`src/hw/rtl/phr_pkg.sv`:
```
package phr_pkg;

    localparam logic [7:0]  FLAG_BYTE    = 8'h7e;
    localparam logic [7:0]  ESC_BYTE     = 8'h7d;
    localparam logic [7:0]  ESC_XOR      = 8'h20;
    localparam logic [7:0]  ADDR_BYTE    = 8'hff;
    localparam logic [7:0]  CTRL_ESCAPED = 8'h03 ^ ESC_XOR;
    localparam logic [15:0] FCS_POLY     = 16'h8408;
    localparam logic [15:0] PLAIN_SEED   = 16'hffff;
    localparam logic [15:0] AC_SEED      = 16'h3de3;
    localparam logic [15:0] GOOD_RESIDUE = 16'hf0b8;
    localparam logic [15:0] MAX_DEC_RST  = 16'd4096;
    localparam logic [2:0]  MIN_RAW_LEN  = 3'd5;

    localparam int QUEUE_DEPTH = 4;
    localparam int QUEUE_AW    = $clog2(QUEUE_DEPTH);

    typedef enum logic [2:0] {
        ST_HUNT,
        ST_START,
        ST_FF,
        ST_FF_ESC,
        ST_BODY
    } front_state_t;

    typedef enum logic [2:0] {
        CMD_BYTE,
        CMD_PRE1,
        CMD_PRE2,
        CMD_SEED,
        CMD_CLOSE
    } cmd_kind_t;

    typedef enum logic [1:0] {
        STAT_OK       = 2'd0,
        STAT_INVALID  = 2'd1,
        STAT_BAD_FCS  = 2'd2,
        STAT_OVERFLOW = 2'd3
    } status_t;

    typedef struct packed {
        cmd_kind_t  kind;
        logic [7:0] data;
        logic       short_frame;
    } cmd_t;

    typedef struct packed {
        logic [15:0] length;
        status_t     status;
        logic        last;
        logic [7:0]  data;
    } res_t;

    function automatic logic [15:0] fcs_update(input logic [15:0] fcs_in,
                                               input logic [7:0] b);
        logic [15:0] f;
        f = fcs_in ^ {8'h00, b};
        for (int i = 0; i < 8; i++) begin
            f = f[0] ? ((f >> 1) ^ FCS_POLY) : (f >> 1);
        end
        return f;
    endfunction

    localparam logic [15:0] FCS_AFTER_FF = fcs_update(PLAIN_SEED, ADDR_BYTE);

endpackage

```
`src/hw/rtl/phr_front.sv`:
```
module phr_front
    import phr_pkg::*;
(
    input  logic       aclk,
    input  logic       aresetn,
    input  logic       in_valid,
    input  logic [7:0] in_byte,
    input  logic       queue_full,
    output logic       in_ready,
    output logic       cmd_push,
    output cmd_t       cmd
);

    front_state_t state_reg, state_next;
    logic [2:0]   raw_len_reg, raw_len_next;
    logic         accept;
    logic         is_flag;

    assign in_ready = !queue_full;
    assign accept   = in_valid && in_ready;
    assign is_flag  = (in_byte == FLAG_BYTE);

    // next state
    always_comb begin
        state_next   = state_reg;
        raw_len_next = raw_len_reg;
        if (accept) begin
            if (state_reg == ST_HUNT) begin
                if (is_flag) begin
                    state_next   = ST_START;
                    raw_len_next = '0;
                end
            end else if (is_flag) begin
                state_next   = ST_START;
                raw_len_next = '0;
            end else begin
                if (raw_len_reg < MIN_RAW_LEN) begin
                    raw_len_next = raw_len_reg + 3'd1;
                end
                unique case (state_reg)
                    ST_START:  state_next = (in_byte == ADDR_BYTE) ? ST_FF : ST_BODY;
                    ST_FF:     state_next = (in_byte == ESC_BYTE) ? ST_FF_ESC : ST_BODY;
                    ST_FF_ESC: state_next = ST_BODY;
                    ST_BODY:   state_next = ST_BODY;
                    default:   state_next = ST_HUNT;
                endcase
            end
        end
    end

    // outputs
    always_comb begin
        cmd_push         = 1'b0;
        cmd.kind         = CMD_BYTE;
        cmd.data         = in_byte;
        cmd.short_frame  = (raw_len_reg < MIN_RAW_LEN);
        if (accept && state_reg != ST_HUNT) begin
            if (is_flag) begin
                cmd.kind = CMD_CLOSE;
                cmd_push = (raw_len_reg != 3'd0);
            end else begin
                unique case (state_reg)
                    ST_START: begin
                        cmd_push = (in_byte != ADDR_BYTE);
                    end
                    ST_FF: begin
                        cmd.kind = CMD_PRE1;
                        cmd_push = (in_byte != ESC_BYTE);
                    end
                    ST_FF_ESC: begin
                        cmd.kind = (in_byte == CTRL_ESCAPED) ? CMD_SEED : CMD_PRE2;
                        cmd_push = 1'b1;
                    end
                    ST_BODY: begin
                        cmd_push = 1'b1;
                    end
                    default: begin
                        cmd_push = 1'b0;
                    end
                endcase
            end
        end
    end

    always_ff @(posedge aclk) begin
        if (!aresetn) begin
            state_reg   <= ST_HUNT;
            raw_len_reg <= '0;
        end else begin
            state_reg   <= state_next;
            raw_len_reg <= raw_len_next;
        end
    end

endmodule

```
`src/hw/rtl/phr_cmd_fifo.sv`:
```
module phr_cmd_fifo
    import phr_pkg::*;
(
    input  logic aclk,
    input  logic aresetn,
    input  logic push,
    input  cmd_t push_cmd,
    output logic full,
    input  logic pop,
    output logic head_valid,
    output cmd_t head_cmd
);

    cmd_t                mem [QUEUE_DEPTH];
    logic [QUEUE_AW-1:0] wr_ptr_reg, rd_ptr_reg;
    logic [QUEUE_AW:0]   count_reg, count_next;

    assign full       = (count_reg == (QUEUE_AW+1)'(QUEUE_DEPTH));
    assign head_valid = (count_reg != '0);
    assign head_cmd   = mem[rd_ptr_reg];

    always_comb begin
        count_next = count_reg;
        if (push && !pop) begin
            count_next = count_reg + 1'b1;
        end else if (pop && !push) begin
            count_next = count_reg - 1'b1;
        end
    end

    always_ff @(posedge aclk) begin
        if (push) begin
            mem[wr_ptr_reg] <= push_cmd;
        end
    end

    always_ff @(posedge aclk) begin
        if (!aresetn) begin
            wr_ptr_reg <= '0;
            rd_ptr_reg <= '0;
            count_reg  <= '0;
        end else begin
            if (push) begin
                wr_ptr_reg <= wr_ptr_reg + 1'b1;
            end
            if (pop) begin
                rd_ptr_reg <= rd_ptr_reg + 1'b1;
            end
            count_reg <= count_next;
        end
    end

    a_no_push_full: assert property (@(posedge aclk) disable iff (!aresetn)
        !(push && full))
        else $error("command pushed into full queue");

    a_no_pop_empty: assert property (@(posedge aclk) disable iff (!aresetn)
        !(pop && !head_valid))
        else $error("command popped from empty queue");

    a_ptr_count: assert property (@(posedge aclk) disable iff (!aresetn)
        (QUEUE_AW)'(wr_ptr_reg - rd_ptr_reg) == count_reg[QUEUE_AW-1:0])
        else $error("queue pointers disagree with fill count");

endmodule

```
`src/hw/rtl/phr_back.sv`:
```
module phr_back
    import phr_pkg::*;
(
    input  logic        aclk,
    input  logic        aresetn,
    input  logic [15:0] max_decoded,
    input  logic        cmd_valid,
    input  cmd_t        cmd,
    output logic        cmd_ready,
    output logic        res_valid,
    input  logic        res_ready,
    output res_t        res
);

    logic        esc_reg, esc_next;
    status_t     err_reg, err_next;
    logic [15:0] cnt_reg, cnt_next;
    logic [15:0] fcs_reg, fcs_next;
    logic [7:0]  d0_reg, d0_next;
    logic [7:0]  d1_reg, d1_next;
    logic        out_valid_reg;
    res_t        out_reg;

    logic        m_esc;
    status_t     m_err;
    logic [15:0] m_cnt;
    logic [15:0] m_fcs;
    logic [7:0]  m_d0;
    logic [7:0]  val;
    logic        take;
    logic        pop;
    logic        gen;
    res_t        gen_res;

    assign cmd_ready = !out_valid_reg || res_ready;
    assign pop       = cmd_valid && cmd_ready;
    assign res_valid = out_valid_reg;
    assign res       = out_reg;

    always_comb begin
        m_esc = esc_reg;
        m_err = err_reg;
        m_cnt = cnt_reg;
        m_fcs = fcs_reg;
        m_d0  = d0_reg;
        // held prefix bytes land on a fresh frame: decode ff (and 7d) first
        if (cmd.kind == CMD_PRE1 || cmd.kind == CMD_PRE2) begin
            if (max_decoded == 16'd0) begin
                m_err = STAT_OVERFLOW;
            end else begin
                m_fcs = FCS_AFTER_FF;
                m_cnt = 16'd1;
                m_d0  = ADDR_BYTE;
                m_esc = (cmd.kind == CMD_PRE2);
            end
        end

        esc_next = m_esc;
        err_next = m_err;
        cnt_next = m_cnt;
        fcs_next = m_fcs;
        d0_next  = m_d0;
        d1_next  = d1_reg;
        val      = m_esc ? (cmd.data ^ ESC_XOR) : cmd.data;
        take     = m_esc || (cmd.data >= ESC_XOR);
        gen      = 1'b0;
        gen_res  = '{length: 16'd0, status: STAT_OK, last: 1'b0, data: 8'd0};

        unique case (cmd.kind) inside
            CMD_BYTE, CMD_PRE1, CMD_PRE2: begin
                if (m_err == STAT_OK) begin
                    if (cmd.data == ESC_BYTE) begin
                        if (m_esc) begin
                            err_next = STAT_INVALID;
                        end else begin
                            esc_next = 1'b1;
                        end
                    end else begin
                        esc_next = 1'b0;
                        if (take) begin
                            if (m_cnt >= max_decoded) begin
                                err_next = STAT_OVERFLOW;
                            end else begin
                                fcs_next = fcs_update(m_fcs, val);
                                cnt_next = m_cnt + 16'd1;
                                if (m_cnt >= 16'd2) begin
                                    gen          = 1'b1;
                                    gen_res.data = m_d0;
                                    d0_next      = d1_reg;
                                    d1_next      = val;
                                end else if (!m_cnt[0]) begin
                                    d0_next = val;
                                end else begin
                                    d1_next = val;
                                end
                            end
                        end
                    end
                end
            end
            CMD_SEED: begin
                fcs_next = AC_SEED;
            end
            CMD_CLOSE: begin
                gen          = 1'b1;
                gen_res.last = 1'b1;
                if (cmd.short_frame) begin
                    gen_res.status = STAT_INVALID;
                end else if (err_reg != STAT_OK) begin
                    gen_res.status = err_reg;
                end else if (esc_reg || cnt_reg < 16'd3) begin
                    gen_res.status = STAT_INVALID;
                end else if (fcs_reg != GOOD_RESIDUE) begin
                    gen_res.status = STAT_BAD_FCS;
                end else begin
                    gen_res.length = cnt_reg - 16'd2;
                end
                esc_next = 1'b0;
                err_next = STAT_OK;
                cnt_next = 16'd0;
                fcs_next = PLAIN_SEED;
            end
            default: begin
                gen = 1'b0;
            end
        endcase
    end

    always_ff @(posedge aclk) begin
        if (pop) begin
            d0_reg <= d0_next;
            d1_reg <= d1_next;
        end
        if (pop && gen) begin
            out_reg <= gen_res;
        end
    end

    always_ff @(posedge aclk) begin
        if (!aresetn) begin
            esc_reg       <= 1'b0;
            err_reg       <= STAT_OK;
            cnt_reg       <= '0;
            fcs_reg       <= PLAIN_SEED;
            out_valid_reg <= 1'b0;
        end else begin
            if (pop) begin
                esc_reg <= esc_next;
                err_reg <= err_next;
                cnt_reg <= cnt_next;
                fcs_reg <= fcs_next;
            end
            if (pop && gen) begin
                out_valid_reg <= 1'b1;
            end else if (res_ready) begin
                out_valid_reg <= 1'b0;
            end
        end
    end

endmodule

```
`src/hw/rtl/ppp_hdlc_frame_receiver.sv`:
```
// PPP HDLC-like frame receiver with FCS-16 check. Raw line bytes enter on the s_ channel at up
// to one byte per cycle; decoded payload bytes and one end-of-frame status per non-empty frame
// leave on the m_ channel. Bytes before the first 0x7e flag are dropped; a leading ff 7d 23 is
// stripped and seeds the FCS with 0x3de3. The two FCS bytes are held back by a two-byte delay,
// so they never appear on the output. A status result has m_tlast high and m_tdata[7:0] zero;
// its length field holds the payload length only on an ok status. Payload bytes ahead of a
// status are valid payload only if that status is ok. Throughput is one line byte per cycle
// while the command queue is not full; the FCS update in the decode stage is combinational.
// The command behind a result enters the command queue at the accepting edge of its line
// byte; the result then loads the output register, which drives m_tvalid. A four-entry
// command queue sits between the framing front end and the decoder, so either side can stall
// without stalling the other. Write cfg_wdata (max_decoded) only while no frame is in flight.
module ppp_hdlc_frame_receiver
    import phr_pkg::*;
(
    input  logic        aclk,
    input  logic        aresetn,
    input  logic        cfg_wen,
    input  logic [15:0] cfg_wdata,   // max_decoded
    input  logic        s_tvalid,
    output logic        s_tready,
    input  logic [7:0]  s_tdata,     // [7:0] line_byte
    output logic        m_tvalid,
    input  logic        m_tready,
    output logic [31:0] m_tdata,     // [7:0] out_byte, [9:8] status, [25:10] out_length
    output logic        m_tlast      // is_status
);

    logic [15:0] max_decoded_reg;
    logic        queue_full;
    logic        cmd_push;
    cmd_t        push_cmd;
    logic        head_valid;
    cmd_t        head_cmd;
    logic        cmd_ready;
    res_t        res;

    // hold decoder capacity; reset to the default buffer size
    always_ff @(posedge aclk) begin
        if (!aresetn) begin
            max_decoded_reg <= MAX_DEC_RST;
        end else if (cfg_wen) begin
            max_decoded_reg <= cfg_wdata;
        end
    end

    // framing front end: hunt, prefix match, raw length, flag close
    phr_front u_front (
        .aclk       (aclk),
        .aresetn    (aresetn),
        .in_valid   (s_tvalid),
        .in_byte    (s_tdata),
        .queue_full (queue_full),
        .in_ready   (s_tready),
        .cmd_push   (cmd_push),
        .cmd        (push_cmd)
    );

    // decouple front end from decoder
    phr_cmd_fifo u_queue (
        .aclk       (aclk),
        .aresetn    (aresetn),
        .push       (cmd_push),
        .push_cmd   (push_cmd),
        .full       (queue_full),
        .pop        (head_valid && cmd_ready),
        .head_valid (head_valid),
        .head_cmd   (head_cmd)
    );

    // decoder: unescape, FCS, delay line, status; owns the output register
    phr_back u_back (
        .aclk        (aclk),
        .aresetn     (aresetn),
        .max_decoded (max_decoded_reg),
        .cmd_valid   (head_valid),
        .cmd         (head_cmd),
        .cmd_ready   (cmd_ready),
        .res_valid   (m_tvalid),
        .res_ready   (m_tready),
        .res         (res)
    );

    // pack result: byte, status, length from the low bit up, zero fill to 32 bits
    assign m_tdata = {6'd0, res.length, res.status, res.data};
    assign m_tlast = res.last;

endmodule

```
`config.mk`:
```
export PLATFORM = sky130hd
export DESIGN_NAME = ppp_hdlc_frame_receiver
export DESIGN_NICKNAME = d
export VERILOG_FILES = /design/src/hw/rtl/phr_pkg.sv /design/src/hw/rtl/phr_front.sv /design/src/hw/rtl/phr_cmd_fifo.sv /design/src/hw/rtl/phr_back.sv /design/src/hw/rtl/ppp_hdlc_frame_receiver.sv
export SDC_FILE = /design/constraint.sdc
export NUM_CORES = 1
export LEC_CHECK = 0
export ABC_AREA = 1
export BUFFER_PORTS_ARGS = -buffer_cell sky130_fd_sc_hd__buf_2
export CORE_MARGIN = 2
export CORE_UTILIZATION = 56
export DETAILED_ROUTE_END_ITERATION = 8
export PLACE_DENSITY = 0.82
export SETUP_SLACK_MARGIN = 0.02
export SYNTH_ARGS = -nofsm -noshare
export SYNTH_HDL_FRONTEND = slang
export SYNTH_HIERARCHICAL = 1
export SYNTH_SLANG_ARGS = --single-unit
export TNS_END_PERCENT = 100
```
`constraint.sdc`:
```
create_clock -name aclk -period 9.7 [get_ports aclk]
set_input_delay 2.91 -clock aclk [delete_from_list [all_inputs] [get_ports aclk]]
set_output_delay 2.91 -clock aclk [all_outputs]
set_load 0.03 [all_outputs]
```
### After elaboration in Yosys (flattened, before gate mapping)

Memory sizes are Yosys's and may differ from the RTL's. A register that Yosys moved wholly into a read port is not among the register bits.
Cells that the tools add are included.

* add/subtract/negate cells: 7
* magnitude comparators: 5
* equal/unequal tests: 18
* multiplexer cells: 83
* bitwise operators: 17
* reductions and logical operators: 34

Operators by type and width (count)
* 2-to-1 mux 16 bit: 20
* 2-to-1 mux 8 bit: 11
* case mux 16 bit (3 select lines): 1
* 2-to-1 mux 3 bit: 13
* case mux 16 bit (2 select lines): 1
* equality test 8 x 7 -> 1 bit (second input constant): 3
* 2-to-1 mux 2 bit: 12
* inverter 2 -> 3 bit: 8
* 2-to-1 mux 1 bit: 18
* adder 16 x 1 -> 16 bit (second input constant): 1
* greater-or-equal comparator 16 bit: 1
* greater-or-equal comparator 16 x 2 -> 1 bit (second input constant): 1
* zero test 16 bit: 1
* < comparator 16 x 2 -> 1 bit (second input constant): 1
* inequality test 16 bit (second input constant): 1
* subtractor 16 x 2 -> 16 bit (second input constant): 1
* bitwise XOR 16 x 8 -> 16 bit: 1
* equality test 3 x 2 -> 1 bit (second input constant): 4
* nonzero test 2 bit: 5
* equality test 3 bit (second input constant): 3
* case mux 3 bit (3 select lines): 1
* nonzero test 3 bit: 3
* equality test 8 x 6 -> 1 bit (second input constant): 1
* equality test 8 bit (second input constant): 1
* 27 further kinds: 51

* register bits: 108
* memory bits (writable): 48
* bits of input ports: 29
* output and inout bits: 35
* word-level logic and storage cells: 183
* memories kept: 1

Memories
* u_queue.mem: words 4, width 12, rd ports 1, clocked after Yosys merged registers in 1, wr ports 1, line phr_cmd_fifo.sv:14 `cmd_t mem [QUEUE_DEPTH];`

### Depth between registers and ports, before layout

Gate-level depths: netlist of run 1.

* depth after elaboration: 26
* depth in mapped cells: 31
* mapped depth without buffers: 29

### Modules after synthesis

Netlist of run 1, hierarchy kept.

By module, submodules not included
* phr_back: instances 1, cells an instance 736, area an instance 5336.4 sq um
* phr_cmd_fifo: instances 1, cells an instance 175, area an instance 2227.1 sq um
* ppp_hdlc_frame_receiver: instances 1, cells an instance 109, area an instance 728.2 sq um
* phr_front: instances 1, cells an instance 107, area an instance 633.1 sq um

### Worst setup path after synthesis of run 1

No wires, ideal clock.

* path type: input port to flip-flop
* from: input port s_tdata[7]
* to: register u_queue.count_reg[2]
* setup time: 0.110 ns
* data arrival time: 4.579 ns
* required time: 9.590 ns
* path slack: 5.011 ns
* stages: 16
* path buffers: 0
* cells stage by stage: inv_1 -> nand2_1 -> nor2_1 -> nand2_2 -> nor2_2 -> o21ai_0 -> nand2_1 -> ha_1 -> inv_1 -> fa_1 -> inv_1 -> nand2_1 -> nand3_1 -> nand2_1 -> inv_1 -> nor2_1

* word-level cells in the longest chain between the ends: 7

Ends and longest elaborated chain
* from (decl): line ppp_hdlc_frame_receiver.sv:22 `input logic [7:0] s_tdata,`
* inequality test 8 x 7 -> 1 bit / inequality test 8 bit (equally long branches): line phr_front.sv:68, phr_front.sv:64
* case mux 1 bit (3 select lines): line phr_front.sv:62 `unique case (state_reg)`
* 2-to-1 mux 1 bit (*): line phr_front.sv:58 `if (is_flag) begin`
* 2-to-1 mux 1 bit (*): line phr_front.sv:57 `if (accept && state_reg != ST_HUNT) begin`
* named net cmd_push: line ppp_hdlc_frame_receiver.sv:31 `logic cmd_push;`
* zero test 1 bit: line phr_cmd_fifo.sv:26 `end else if (pop && !push) begin`
* logical AND 1 bit: line phr_cmd_fifo.sv:26
* nonzero test 2 bit (no source line)
* to (signal assigned): line phr_cmd_fifo.sv:49 `count_reg <= count_next;`
* to (decl): line phr_cmd_fifo.sv:16 `logic [QUEUE_AW:0] count_reg, count_next;`

The timed path passes the listed nets; every way through them passes the cells marked *.
A chain may end at the register's enable or synchronous reset.

==> results of run 1 <==
==> final timing paths <==
path,to,slack (ps),cells after the start
worst max-delay path,u_back/d1_reg[4],3480,23
worst min-delay path,u_back/fcs_reg[6],480,2
worst max register to register,u_back/d1_reg[4],3480,23
worst min register to register,u_back/fcs_reg[6],480,2
==> final cells by class <==
cell class,instances,area (µm²)
Clock buffer,20,457
Clock inverter,12,160
Fill cell,1322,5880
Inverter,161,604
Multi-Input combinational cell,765,3960
Sequential cell,158,4070
Tap cell,216,270
Timing Repair Buffer,60,308
==> through the flow <==
stage               cells  util, %  instance area, µm²  total power, mW
floorplan            1132        -                8940             2.26
global placement     1360     58.6                9210             2.59
detailed placement   1360     58.6                9210             2.61
CTS                  1392     62.5                9830             3.31
global route         1392     62.5                9830             3.58
finish               1392     62.5                9830             3.34
==> cells by family after synthesis <==
logic type                 count (synthesis)  synth area share [%]
and+or+nand+nor                          487                  23.5
AOI/OAI and AO/OA                        218                  13.7
buffers and inverters                    209                  10.2
DFF                                      158                  45.6
xor gates and xnor gates                  28                  3.08
adders and majority gates                 26                  3.73
other                                      1                0.0420
==> cells in the mapped netlist, types with 3 or more instances <==
master    number  area share, %
a21oi_1       73            4.1
inv_2         10           0.42
buf_2          7           0.39
o21ai_0       66            3.7
ha_1          25            3.5
xnor2_1        7           0.69
a211oi_1       3           0.25
o22ai_1       13           0.91
dfxtp_1       67             15
nand3_1       43            2.4
o21ai_1       26            1.5
nand2_2        8           0.56
nand3_2        3           0.34
buf_6          6           0.76
xor2_1        17            1.7
a21oi_2        3           0.29
inv_1        149            6.3
a31oi_1        3           0.21
clkbuf_1      14           0.59
nor2_4         4           0.50
nand4_1       15            1.1
buf_4         17            1.4
o211ai_1      21            1.8
nor2_2         9           0.63
nand2_1      213            9.0
nor2_1       163            6.9
edfxtp_1      91             31
nor3_1        15           0.84
or2_2          3           0.21
nand2_4        4           0.50
==> cells in the final DEF (no fill, tap or decap), types with 7 or more instances in the layout <==
| cell type | n |
|---|---|
| buf_2 | 57 |
| o211ai_1 | 21 |
| o21ai_0 | 66 |
| a21oi_1 | 73 |
| nand2_1 | 213 |
| clkbuf_16 | 17 |
| nand2_2 | 8 |
| xor2_1 | 17 |
| nor3_1 | 15 |
| nand3_1 | 43 |
| o21ai_1 | 26 |
| nand4_1 | 15 |
| inv_2 | 10 |
| xnor2_1 | 7 |
| edfxtp_1 | 91 |
| dfxtp_1 | 67 |
| o22ai_1 | 13 |
| ha_1 | 25 |
| nor2_1 | 163 |
| nor2_2 | 9 |
| inv_1 | 149 |
==> critical path: stages (launching register included) <==
cell and delay [ps]:
dfxtp_1 850, inv_2 350, o21ai_0 240, o22ai_1 210, inv_2 180, nand2_4 210, nor2_2 220, nand2_4 210
inv_2 460, nor2_1 210, ha_1 310, o21ai_0 150, nand2_1 80, o21ai_0 170, inv_1 60, nand2_1 70
nand2_1 40, nand2_1 50, nand2_1 40, nand2_1 140, nand3_2 290, nor2_4 370, inv_1 150, nor3_1 750
==> routing by layer <==
layer / up-vias / wire (µm)
met5: - / 0
met4: 0 / 466
met3: 44 / 1720
met2: 321 / 9610
met1: 3466 / 9040
li1: 3760 / -
==> power by group <==
part           switching [mW]  internal [mW]
Combinational            1.21          0.512
Sequential             0.0715          0.863
Clock                   0.270          0.420
Total                    1.55           1.79
==> results.toml, run 1 <==
[clock_tree]
numCtsBuffers = 17
clock_path_buffers = 2
cts_tree = "done"
post_cts_resized = 0
clock-root-buffer = "clkbuf_16"
path_clk_slew_ps = 60
cts_setup_buffers = 0
clkSinkCount = 158
cts_hold_buf = 0
htree_levels = 4
clock_latency_ps = 430

[global_route]
met3_usage_pct = 6.72
grt_pass1_vias = 6703
globalRoute.busiestLayer = "met2"
grt_max_degree = 42
use_met2_pct = 40.3
gr-total-overflow = 0
antenna_found_initial = 0
grt.total_usage_pct = 25.6
grt_first_pass_wirelength_mm = 33.5
grtUsageMet1_pct = 34.6

[worst_setup_path]
crit_path_end_kind = "register"
worstPathMaxFanout = 27
required_ps = 9750
start_kind = "register"
worst-endpoint-arrival_ps = 6270
worstSetupPathType = "register to register"

[final_layout]
num_antenna_cells = 0
syn2layout_area_growth_pct = 10.1
largest_reg_flops = 48
drive_gt1_share_pct = 12.2
nets = 1218
regMostFlops = "u_queue/mem"

[pwr]
p_leak_nw = 4.29
ir_worst_vdd_uv = 186
p_per_area_nw_per_um2 = 340

[sta]
skew_ps = 7.14
period_minus_slack_ps = 6220
slew_headroom_pct = 25.9
tns_ps = 0
finalCritPeriodShare_pct = 64.1
fmax_mhz = 161
slew_violations = 0
hold_violations = 0
setup_ws_ps = 3480
worstMarginPinSlew_ps = 1100
setup_viol = 0
rsz0062_at_grt = "no"
whs_ps = 477

[logic_synthesis]
synth-edff-count = 91
yosysWarnings = 6
synth_ff_type = "edfxtp_1"
synth_area_um2 = 8920
syn_area_per_cell_um2 = 7.92
ys_seq_area_share_pct = 45.6
syn_inst = 1127
synthArstFlopShare_pct = 0
ys_types = 51
synth-seq-cells = 158

[floorplan]
core_region_area_um2 = 15700
die_h_um = 130
fp.dieW_um = 130
num_rows = 46
pin_count = 64
initial_utilization_pct = 56.8
dieArea_um2 = 17000

[detailed_routing]
drc = 0
viasPerCell = 5.45
num_vias = 7591
ant_nets = 0
drt_iter0_drc = 786
first_pass_iters = 5
routed_wl_mm = 20.8
wl_per_cell_um = 15.0

[flow_run]
cap_violations = 0

[placed_design]
dpl.hpwl_mm = 14.5
place_ws_ps = 3540
place.gp.congestion = 1.01
io_buffers = 57

[worst_hold_path]
min_path_type = "register to register"
hold_start = "u_back/fcs_reg[6]"

[run_status]
status = "completed"
No activity file was read; power rests on OpenSTA's default activity.
==> run 2: changes to the inputs <==
--- a/config.mk
+++ b/config.mk
@@ -5,7 +5,7 @@
 export SDC_FILE = /design/constraint.sdc
 export NUM_CORES = 1
 export LEC_CHECK = 0
-export ABC_AREA = 1
+export ABC_AREA = 0
 export BUFFER_PORTS_ARGS = -buffer_cell sky130_fd_sc_hd__buf_2
 export CORE_MARGIN = 2
 export CORE_UTILIZATION = 56
==> constraint.sdc (replaced) <==
create_clock -name aclk -period 6.1 [get_ports aclk]
set_input_delay 1.83 -clock aclk [delete_from_list [all_inputs] [get_ports aclk]]
set_output_delay 1.83 -clock aclk [all_outputs]
set_load 0.03 [all_outputs]
==> results.toml, run 2 <==
[pwr]
power_frac_comb_pct = 41.4
p_int_mw = 2.55
clkPwrFrac_pct = 24.6
switchingPower_mw = 1.63
power_mw = 4.18
p_leak_nw = 3.50
p_per_area_nw_per_um2 = 441
share_seq_of_total_power_pct = 34.0
ir_worst_vdd_uv = 313
switching_share_pct = 38.9

[clock_tree]
path_clk_slew_ps = 70
clock_latency_ps = 430
numCtsBuffers = 17
clkSinkCount = 158
cts_hold_buf = 0
post_cts_resized = 0
cts_tree = "done"
clock-root-buffer = "clkbuf_16"
clock_path_buffers = 2
htree_levels = 4
cts_setup_buffers = 0

[worst_setup_path]
required_ps = 6480
worst-endpoint-arrival_ps = 5730
cp_common_cell = "buf_4"
worstSetupPathType = "register to register"
worst_path_max_delay_cell = "mux4_2"
start_kind = "register"
ff2ff_path_depth = 16
max_stage_delay_ps = 670
path_cells = "buf_4, mux4_2, xnor2_2, or2_2, nor2_2, nor2_1, ha_1, a211oi_1, o21ai_1, a221o_1, a211oi_4, and2_1, buf_4, nand3_4, or4_1, nand3_1"
worstPathMaxFanout = 15
reg2reg_to = "u_back/cnt_reg[8]"
reg2reg_setup_slack_ps = 750
crit_path_end_kind = "register"

[sta]
finalCritPeriodShare_pct = 87.7
fmax_mhz = 187
setup_viol = 0
period_minus_slack_ps = 5350
slew_headroom_pct = 39.0
rsz0062_at_grt = "no"
setup_ws_ps = 748
tns_ps = 0
skew_ps = 9.86
slew_violations = 0
worstMarginPinSlew_ps = 908
hold_violations = 0

[logic_synthesis]
ys_seq_area_share_pct = 47.3
synth_area_leaders = "edfxtp_1, dfxtp_1, xnor2_1, ha_1, nor2_1"
synth-edff-count = 91
ys_types = 84
synth_area_um2 = 8620
ys_top_cells_by_count = "edfxtp_1, nor2_1, dfxtp_1"
yosysMostFrequentCell = "edfxtp_1"
synth_top_area_share_pct = 31.7
syn_area_per_cell_um2 = 10.4
yosysWarnings = 6
syn_inst = 827
synth_ff_type = "edfxtp_1"
synth_area_leader_cell = "edfxtp_1"
synthArstFlopShare_pct = 0
synth-seq-cells = 158

[final_layout]
drive_gt1_share_pct = 15.4
final_common_cell = "edfxtp_1"
layout_common_cells = "edfxtp_1, nor2_1, dfxtp_1, nand2_1, buf_2"
largest_reg_flops = 48
syn2layout_area_growth_pct = 9.96
nets = 919
regMostFlops = "u_queue/mem"
num_antenna_cells = 0
final_cell_count_no_fill = 1065

[placed_design]
numPlacedInstances = 1033
place.gp.congestion = 0.944
io_buffers = 57
place_ws_ps = 864
dpl.hpwl_mm = 13.3

[global_route]
grt_max_degree = 30
grt.total_usage_pct = 24.3
gr-total-overflow = 0
antenna_found_initial = 0
grt_first_pass_wirelength_mm = 30.7
grt_pass1_vias = 6087

[worst_hold_path]
min_path_type = "register to register"
holdPathEnd = "u_front/raw_len_reg[1]"
hold_start = "u_front/raw_len_reg[1]"
holdPathStages = 2

[floorplan]
pin_count = 64
num_rows = 45
die_h_um = 128
initial_utilization_pct = 56.9
core_region_area_um2 = 15100
dieArea_um2 = 16400
fp.dieW_um = 128

[detailed_routing]
routed_wl_mm = 18.9
first_pass_iters = 7
num_vias = 6430
drc = 0
wl_per_cell_um = 17.7
viasPerCell = 6.04
ant_nets = 0
drt_iter0_drc = 529

[flow_run]
cap_violations = 0

[run_status]
status = "completed"
[run 2: cell types whose count changed in the layout (fill, tap and decap cells not counted), moves of 14 or more]
cell,change
a21oi_1,-25
and2_1,+22
inv_1,-109
mux2i_1,+24
nand2_1,-153
nand3_1,-25
nor2_1,-86
nor2b_1,+22
o21ai_0,-38
o21ai_1,-14
xnor2_1,+31
[run 2: cell type report]
class,instances,area [µm²]
Fill cell,1181,5670
Timing Repair Buffer,67,360
Sequential cell,158,4070
Clock inverter,13,126
Clock buffer,19,454
Inverter,41,154
Multi-Input combinational cell,579,4070
Tap cell,188,235
[run 2: worst max-delay path by stage]
stage	slack, ps	cells after the start	end
final	750	16	u_back/cnt_reg[8]
after global routing	410	16	u_back/cnt_reg[14]
after CTS	820	16	u_back/cnt_reg[8]
after detailed placement	860	16	u_back/cnt_reg[8]
after global placement	990	16	u_back/cnt_reg[14]
after floorplan	670	18	u_back/res[0]
[run 2: per-layer routing]
metal	wire length (µm)	global-route usage (%)
met2	9140	39.5
met3	1490	4.92
met4	473	10.9
met1	7780	31.6
met5	0	0
[run 2: kinds of logic after synthesis]
| group | Yosys count | synth area share (%) |
|---|---|---|
| AND/OR/NAND/NOR | 288 | 18.0 |
| flip-flops | 158 | 47.3 |
| AO/OA/AOI/OAI | 168 | 13.0 |
| XOR/XNOR | 53 | 5.72 |
| buffers and inverters | 95 | 5.81 |
| other | 1 | 0.0435 |
| adder cells (fa/ha/maj) | 26 | 3.86 |
| multiplexers | 38 | 6.27 |
[run 2: power groups by stage]
stage | registers, mW | clock network, mW | logic (mW)
3_3_place_gp | 1.43 | 0 | 1.65
2_1_floorplan | 1.42 | 0 | 1.34
6_report | 1.42 | 1.03 | 1.73
3_5_place_dp | 1.44 | 0 | 1.68
4_1_cts | 1.42 | 1.04 | 1.70
5_1_grt | 1.44 | 1.09 | 1.88
[run 2: through the flow]
step	utilization, %	hold WS [ps]	area, µm²
floorplan	-	458	8640
global placement	58.7	478	8890
detailed placement	58.7	490	8890
CTS	62.6	499	9480
global route	62.6	516	9480
finish	62.6	503	9480
[run 2: critical path, delay by kind of cell, from the launching register on]
kind | cells | cell delay [ps]
AOI/OAI and AO/OA | 4 | 1060
xor gates and xnor gates | 1 | 190
adders and majority gates | 1 | 310
buffers and inverters | 2 | 580
DFF | 1 | 360
muxes | 1 | 670
and+or+nand+nor | 7 | 2120
==> run 3: changes to the inputs <==
--- a/config.mk
+++ b/config.mk
@@ -7,10 +7,11 @@
 export LEC_CHECK = 0
 export ABC_AREA = 0
 export BUFFER_PORTS_ARGS = -buffer_cell sky130_fd_sc_hd__buf_2
-export CORE_MARGIN = 2
+export CORE_MARGIN = 1
 export CORE_UTILIZATION = 56
 export DETAILED_ROUTE_END_ITERATION = 8
-export PLACE_DENSITY = 0.82
+export PLACE_DENSITY = 0.72
+export REMOVE_ABC_BUFFERS = 1
 export SETUP_SLACK_MARGIN = 0.02
 export SYNTH_ARGS = -nofsm -noshare
 export SYNTH_HDL_FRONTEND = slang
==> results.toml, run 3 (same netlist as run 2, synthesis figures left out) <==
[worst_setup_path]
worst_path_max_delay_cell = "a21oi_4"
start_kind = "register"
worst-endpoint-arrival_ps = 5700
ff2ff_path_depth = 14
worstSetupPathType = "register to register"
path_cells = "buf_4, mux4_2, xnor2_2, or2_2, nor2_2, nor2_1, ha_1, a211oi_1, o21ai_1, a221o_1, a211oi_4, nand2_2, or3_1, a21oi_4"
max_stage_delay_ps = 840
required_ps = 6160
crit_path_end_kind = "register"
worstPathMaxFanout = 28

[clock_tree]
post_cts_resized = 0
clkSinkCount = 158
clock-root-buffer = "clkbuf_16"
cts_hold_buf = 0
htree_levels = 4
cts_tree = "done"
clock_latency_ps = 440
path_clk_slew_ps = 70
numCtsBuffers = 17
cts_setup_buffers = 0
clock_path_buffers = 2

[global_route]
grt_pass1_vias = 6115
gr-total-overflow = 0
grt.total_usage_pct = 26.1
grt_max_degree = 51
grt_first_pass_wirelength_mm = 32.1
antenna_found_initial = 0

[sta]
whs_ps = 508
setup_viol = 0
worstMarginPinSlew_ps = 939
skew_ps = 14.0
slew_headroom_pct = 37.2
rsz0062_at_grt = "no"
fmax_mhz = 177
finalCritPeriodShare_pct = 92.6
period_minus_slack_ps = 5650
slew_violations = 0
hold_violations = 0

[final_layout]
final_common_cell = "edfxtp_1"
fill_cells = 1199
largest_reg_flops = 48
regMostFlops = "u_queue/mem"
post-route-util_pct = 64.4
layout_common_cells = "edfxtp_1, nor2_1, dfxtp_1, nand2_1, buf_2"
syn2layout_area_growth_pct = 10.2
final_cell_count_no_fill = 1063
nets = 921
num_antenna_cells = 0
drive_gt1_share_pct = 15.7

[detailed_routing]
drt_iter0_drc = 571
ant_nets = 0
num_vias = 6429
routed_wl_mm = 19.5
wl_per_cell_um = 18.4
drc = 0
viasPerCell = 6.05
first_pass_iters = 5

[placed_design]
place.gp.congestion = 1.01
numPlacedInstances = 1031
io_buffers = 57
dpl.hpwl_mm = 14.0

[flow_run]
cap_violations = 0

[run_status]
status = "completed"

[floorplan]
initial_utilization_pct = 58.4
fp.dieW_um = 126
num_rows = 44
die_h_um = 126
core_region_area_um2 = 14800
pin_count = 64
dieArea_um2 = 15900

[worst_hold_path]
min_path_type = "register to register"
holdPathStages = 2

[pwr]
p_leak_nw = 3.52
p_per_area_nw_per_um2 = 445
ir_worst_vdd_uv = 271
-- run 3: area by class of cell --
cell class	count	area (µm²)	share of cell area (%)
clock buffers	17	425	4.48
clock inverters	15	166	1.75
inverters	41	154	1.62
multi-input cells	579	4070	42.9
flip-flops and latches	158	4070	42.9
well taps	184	230	2.42
repair buffers	69	375	3.95
-- run 3: path summary, 6_finish.rpt --
| path | from | endpoint | slack, ps |
|---|---|---|---|
| setup reg to reg | register | u_back/res[18] | 450 |
| hold reg to reg | u_front/raw_len_reg[1] | u_front/raw_len_reg[1] | 510 |
| hold / removal | u_front/raw_len_reg[1] | u_front/raw_len_reg[1] | 510 |
| setup / recovery | register | u_back/res[18] | 450 |
-- run 3: power breakdown --
part           switching [mW]  leakage, nW  internal (mW)
Sequential              0.115         1.33           1.31
Combinational            1.11         1.90          0.664
Clock                   0.485        0.288          0.549
Total                    1.71         3.52           2.52
-- run 3: critical path, delay by kind of cell, from the launching register on --
family	cells	cell delay, ps
AO/OA/AOI/OAI	5	1910
XOR/XNOR	1	190
adder cells (fa/ha/maj)	1	310
buffers and inverters	1	260
flip-flops	1	390
multiplexers	1	670
AND/OR/NAND/NOR	5	1510
-- run 3: per-stage QoR --
step | setup slack [ps] | setup TNS (ps) | power, mW | area (µm²)
CTS | 445 | 0 | 4.20 | 9500
detailed placement | 488 | 0 | 3.16 | 8900
global route | 77.2 | 0 | 4.45 | 9500
finish | 454 | 0 | 4.23 | 9500
floorplan | -278 | -7630 | 2.67 | 8290
global placement | 611 | 0 | 3.14 | 8900
-- run 3: layer usage --
layer | wire, µm | track usage [%]
met5 | 0 | 0
met2 | 8980 | 40.1
met1 | 8630 | 35.9
met4 | 414 | 10.3
met3 | 1510 | 5.95
